File: src/rtl/lbpd_pkg.sv
// lbpd_pkg: shared types, field widths and register codes of the label border pixel detector
// no dependencies; imported by the chain cells and the top level
`default_nettype none

package lbpd_pkg;

   // fixed field widths
   localparam int LABEL_PORT_BITS = 16;
   localparam int IDX_BITS        = 22;
   localparam int COORD_BITS      = 11;
   localparam int DIM_BITS        = 12;
   localparam int CSR_INDEX_BITS  = 1;

   // image size limits and reset values
   localparam int DIM_MIN        = 3;
   localparam int DIM_MAX        = 2048;
   localparam int WIDTH_DEFAULT  = 640;
   localparam int HEIGHT_DEFAULT = 480;

   // four face neighbors, one compare cell each
   localparam int NB_COUNT = 4;

   // register indexes
   localparam logic [CSR_INDEX_BITS-1:0] CSR_IMAGE_WIDTH  = 1'd0;
   localparam logic [CSR_INDEX_BITS-1:0] CSR_IMAGE_HEIGHT = 1'd1;

   // control word that travels down the compare chain
   typedef struct packed {
      logic                valid;
      logic                hit;
      logic [IDX_BITS-1:0] idx;
   } cell_ctl_type;

   // saturate a written dimension into DIM_MIN..hi
   function automatic logic [DIM_BITS-1:0] clamp_dim(input logic [DIM_BITS-1:0] v,
                                                     input logic [DIM_BITS-1:0] hi);
      logic [DIM_BITS-1:0] r;
      if (v < DIM_BITS'(DIM_MIN)) begin
         r = DIM_BITS'(DIM_MIN);
      end else if (v > hi) begin
         r = hi;
      end else begin
         r = v;
      end
      return r;
   endfunction

endpackage

`default_nettype wire

File: src/rtl/lbpd_cell.sv
// lbpd_cell: one compare cell of the neighbor chain; tests one neighbor against the center
// depends on lbpd_pkg for the chain control word and the neighbor count
`default_nettype none

module lbpd_cell #(
   parameter int LABEL_BITS = 16
) (
   input  wire                          clock,
   input  wire                          reset,
   input  wire                          enable,
   input  lbpd_pkg::cell_ctl_type       ctl_i,
   input  wire [LABEL_BITS-1:0]         centre_i,
   input  wire [LABEL_BITS-1:0]         nb_i [lbpd_pkg::NB_COUNT],
   output lbpd_pkg::cell_ctl_type       ctl_o,
   output logic [LABEL_BITS-1:0]        centre_o,
   output logic [LABEL_BITS-1:0]        nb_o [lbpd_pkg::NB_COUNT]
);

   import lbpd_pkg::*;

   logic                  valid_ff;
   logic                  hit_ff;
   logic                  hit_in;
   logic [IDX_BITS-1:0]   idx_ff;
   logic [LABEL_BITS-1:0] centre_ff;
   logic [LABEL_BITS-1:0] nb_ff [NB_COUNT];

   // compare the head neighbor and fold into the running hit
   assign hit_in = ctl_i.hit | (nb_i[0] != centre_i);

   // valid bit
   always_ff @(posedge clock) begin
      if (reset) begin
         valid_ff <= 1'b0;
      end else if (enable) begin
         valid_ff <= ctl_i.valid;
      end
   end

   // payload, neighbors shift one place toward the head
   always_ff @(posedge clock) begin
      if (enable) begin
         hit_ff    <= hit_in;
         idx_ff    <= ctl_i.idx;
         centre_ff <= centre_i;
         for (int k = 0; k < NB_COUNT - 1; k++) begin
            nb_ff[k] <= nb_i[k + 1];
         end
         nb_ff[NB_COUNT - 1] <= '0;
      end
   end

   assign ctl_o.valid = valid_ff;
   assign ctl_o.hit   = hit_ff;
   assign ctl_o.idx   = idx_ff;
   assign centre_o    = centre_ff;
   assign nb_o        = nb_ff;

endmodule

`default_nettype wire

File: config.mk
export PLATFORM = sky130hd
export DESIGN_NAME = lbpd_cell
export DESIGN_NICKNAME = d
export VERILOG_FILES = /design/src/rtl/lbpd_pkg.sv /design/src/rtl/lbpd_cell.sv
export SDC_FILE = /design/constraint.sdc
export NUM_CORES = 1
export LEC_CHECK = 0
export BUFFER_PORTS_ARGS = -buffer_cell sky130_fd_sc_hd__buf_2
export CORE_AREA = 3 3 91 93
export CTS_BUF_LIST = sky130_fd_sc_hd__clkbuf_4
export DETAILED_ROUTE_END_ITERATION = 8
export DIE_AREA = 0 0 94 96
export PLACE_DENSITY_LB_ADDON = 0.08
export SYNTH_ARGS = -nofsm -noshare
export SYNTH_HDL_FRONTEND = slang
export SYNTH_SLANG_ARGS = --single-unit
File: constraint.sdc
create_clock -name clock -period 2.3 [get_ports clock]
set_input_delay 0 -clock clock [delete_from_list [all_inputs] [get_ports clock]]
set_output_delay 0 -clock clock [all_outputs]
set_load 0.02 [all_outputs]
---- Word level (Yosys, flattened, before mapping) ----
Cells that the tools add are included.
word-level totals
  register bits after elaboration ......... 88
  bits of input ports ..................... 107
  output and inout port bits .............. 104
  logic and storage cells ................. 9
cells by class
  equal/unequal tests ..................... 1
  bitwise gates (word level) .............. 1
operators with widths
  kind              number
  16-bit != test    1
  1-bit bitwise OR  1

---- Logic depth before layout (Yosys ltp) ----
  word-level depth ........................ 2
  mapped depth ............................ 4
  mapped depth without buffers ............ 4

---- Least setup slack after synthesis ----
OpenSTA, ideal clock, no wires.
  kind .................................... input port to flip-flop
  from .................................... input port centre_i[13]
  to ...................................... register hit_ff, data pin
  arrival ................................. 852 ps
  slack ................................... 1176 ps
  stages .................................. 4
  path buffers ............................ 0
  cell sequence ........................... xor2_1 -> nor4_1 -> nand3_1 -> or4_1
on the way
  longest elaborated chain between the ends .. 2
RTL lines
  item                  RTL line         RTL
  start, declared       lbpd_cell.sv:12  input wire [LABEL_BITS-1:0] centre_i,
  16-bit != test        lbpd_cell.sv:29  assign hit_in = ctl_i.hit | (nb_i[0] != centre_i);
  1-bit bitwise OR      lbpd_cell.sv:29
  net hit_in            lbpd_cell.sv:23  logic hit_in;
  end signal, assigned  lbpd_cell.sv:43  hit_ff <= hit_in;
  end, declared         lbpd_cell.sv:22  logic hit_ff;
The timed path passes the listed nets, and every way through them passes these cells.
A chain may end at the register's enable or synchronous reset.

---- Final worst setup path ----
  from .................................... input port centre_i[6]
  to ...................................... register hit_ff, data pin
The elaborated chain is that of the path after synthesis.

==> flow_summary.yaml <==
setup_path:
  timing.rr.end: "valid_ff"
  worst-setup-path-type: "input port to flop"
  setup.worst_path.start: "centre_i[6]"
  cp-end-kind: "flop"
  worstPathCellList: "dlygate4sd3_1 -> buf_2 -> xor2_1 -> nor4_1 -> nand3_1 -> or4_1 -> dlygate4sd3_1"
  reg2reg_from: "valid_ff"
  r2r_cells: 3
  setup.worst_path.end: "hit_ff"
  critical_path_cell_count: 7
  critPathSlowestCell: "dlygate4sd3_1"
  cp_num_buf_inv: 3
  cpPeakStageDelay_ns: 0.57
  arrival_ns: 2.16
  start_kind: "input port"
  reg2reg_setup_slack_ns: 1.16
  crit_required_ns: 2.47
  crit_top_cell: "dlygate4sd3_1"
  path_max_fanout: 2
  cp_top_family: "buffers and inverters"
synthesis:
  yosys.area_share.simple_pct: 1.35
  synth_compound_area_share_pct: 0
  ys_ff_latch: 88
  netlist_area_mm2: 0.00296
  synth_xor_area_share_pct: 4.73
  syn_area_per_cell_um2: 22.6
  synth-seq-area-share_pct: 88.9
  yosys_warnings: 0
  synth_top_family_by_area: "XOR/XNOR gates"
  synthAdderAreaFrac_pct: 0
  synth_cell_types: 13
  synthMuxAreaShare_pct: 0.338
  synthesis.instances: 131
floorplan:
  die_area_mm2: 0.00902
  die_w_um: 94
  num_rows: 32
  ios: 211
  fp.coreArea_mm2: 0.00761
  die_h_um: 96
  start_util_pct: 38.9
clock_tree:
  cts_tree: "built"
  numCtsBuffers: 9
  clk_path_buf_depth: 2
  insertion_delay_ns: 0.40
  clkTransAtPathRegs_ns: 0.13
  cts_root_buf: "clkbuf_4"
  cts.sinks: 88
  h-tree-depth: 3
finish:
  insertedDiodeCount: 0
  drive_gt1_share_pct: 49.1
  fin_util_pct: 66.5
  layout_common_cells: "buf_2, dlygate4sd3_1, edfxtp_1"
  n_fill_cell: 550
  multi_input_area_um2: 250
  layoutNonFillerInstCount: 530
  ff_latch_area_mm2: 0.00263
  final_common_cell: "buf_2"
  areaGrowthSynthToFinish_pct: 70.9
  nNetsFinal: 531
outcome:
  status: "finished clean"
route:
  firstDrtPassIters: 5
  remaining_drc_errors: 0
  wl_per_cell_um: 13.9
  drt_wl_total_mm: 7.35
  ant_nets: 0
  vias_per_cell: 4.11
  num_vias: 2179
  drt-initial-drc-count: 76
flow_run:
  maxCapViolCount: 0
timing:
  setup_slack_ns: 0.310
  finalCritPeriodShare_pct: 86.5
  finalSetupViolations: 0
  finalHoldViolCount: 0
  slew_violations: 0
  rsz0062_at_grt: "no"
  relSlewSlack_pct: 63.7
  post-route-min-period_ns: 1.99
  finClkSkew_ns: 0
  worst_pin_slew_ns: 0.545
  clock.fmax_mhz: 503
  tns_ns: 0
worst_hold_path:
  worstHoldStart: "enable"
  hold_path.class: "input port to flop"
global_route:
  grt_pass1_vias: 2147
  grt.total_usage_pct: 15.7
  grt_max_degree: 48
  grt_pass1_wl_mm: 10.4
  antenna_found_initial: 0
  gr-total-overflow: 0
placed_design:
  dp_hpwl_mm: 5.06
  port_buffers: 194
  dp.cells: 425
  gp_congestion: 0.694
  pre_cts_slack_ns: 0.968
pwr:
  vdd_drop_max_mv: 0.321
  p_per_area_mw_per_mm2: 681
  power.leakage_uw: 0.00221
-- cell families (layout without fill, tap and decap cells) --
logic type	count (synthesis)	count (layout)
xor+xnor	16	16
mux	1	1
flops	88	88
other cells	1	16
simple gates	7	7
buf+inv	18	300
-- layer usage --
layer	wire, um	part of all wire (%)	up-vias	track usage (%)
met5	0	0	-	0
met1	2530	34	992	15.9
met4	121	1.6	0	4.93
met2	3990	54	127	29.1
met3	702	9.6	11	6.80
li1	-	-	1049	-
-- final cells by class --
| class | count | area share, % |
|---|---|---|
| sequential | 88 | 52.0 |
| timing repair buffer | 285 | 37.4 |
| multi-input combinational | 40 | 4.94 |
| tap | 102 | 2.52 |
| clock inverter | 5 | 1.61 |
| clock buffer | 10 | 1.48 |
-- timing repair --
action	4_1_cts	5_1_grt
endpoints found under the hold margin	88	0
gates resized for setup	0	0
hold buffers	90	0
setup buffers	0	0
-- registers in the layout, indices dropped and copies added (netlist names) --
register,cells
nb_o,48
valid_ff,1
idx_ff,22
hit_ff,1
centre_o,16
-- where the power goes --
group	leakage, uW	switching (uW)	total, uW	internal, uW
clock network	0.0000829	490	940	450
registers	0.000860	27.3	1930	1900
logic	0.00127	323	583	260
total	0.00221	841	3450	2610
-- Yosys cell counts --
master	number	area share, %
buf_4	18	4.6
mux2i_1	1	0.34
or4_1	1	0.25
nand3_1	1	0.17
dfxtp_1	1	0.68
edfxtp_1	87	88
nor4_1	2	0.42
xor2_1	12	3.5
nand4_1	1	0.21
nor2_1	1	0.13
conb_1	1	0.13
xnor2_1	4	1.2
nor3_1	1	0.17
-- through the flow --
step	instance area (um^2)	hold slack (ns)	total power [uW]
after CTS	5060	0.0729	3490
after detailed placement	4000	0.158	2430
final	5060	0.0933	3450
after global routing	5060	0.0646	3600
after floorplan	3020	0.0724	2200
after global placement	4000	0.156	2420
-- worst min-delay path by stage --
stage                             to  cells after the start
after CTS                 idx_ff[16]                      1
after floorplan             valid_ff                      1
after global placement      valid_ff                      2
after detailed placement    valid_ff                      2
final                     idx_ff[16]                      1
after global routing      idx_ff[16]                      1
Note: power is estimated with default switching activity, not from simulation.
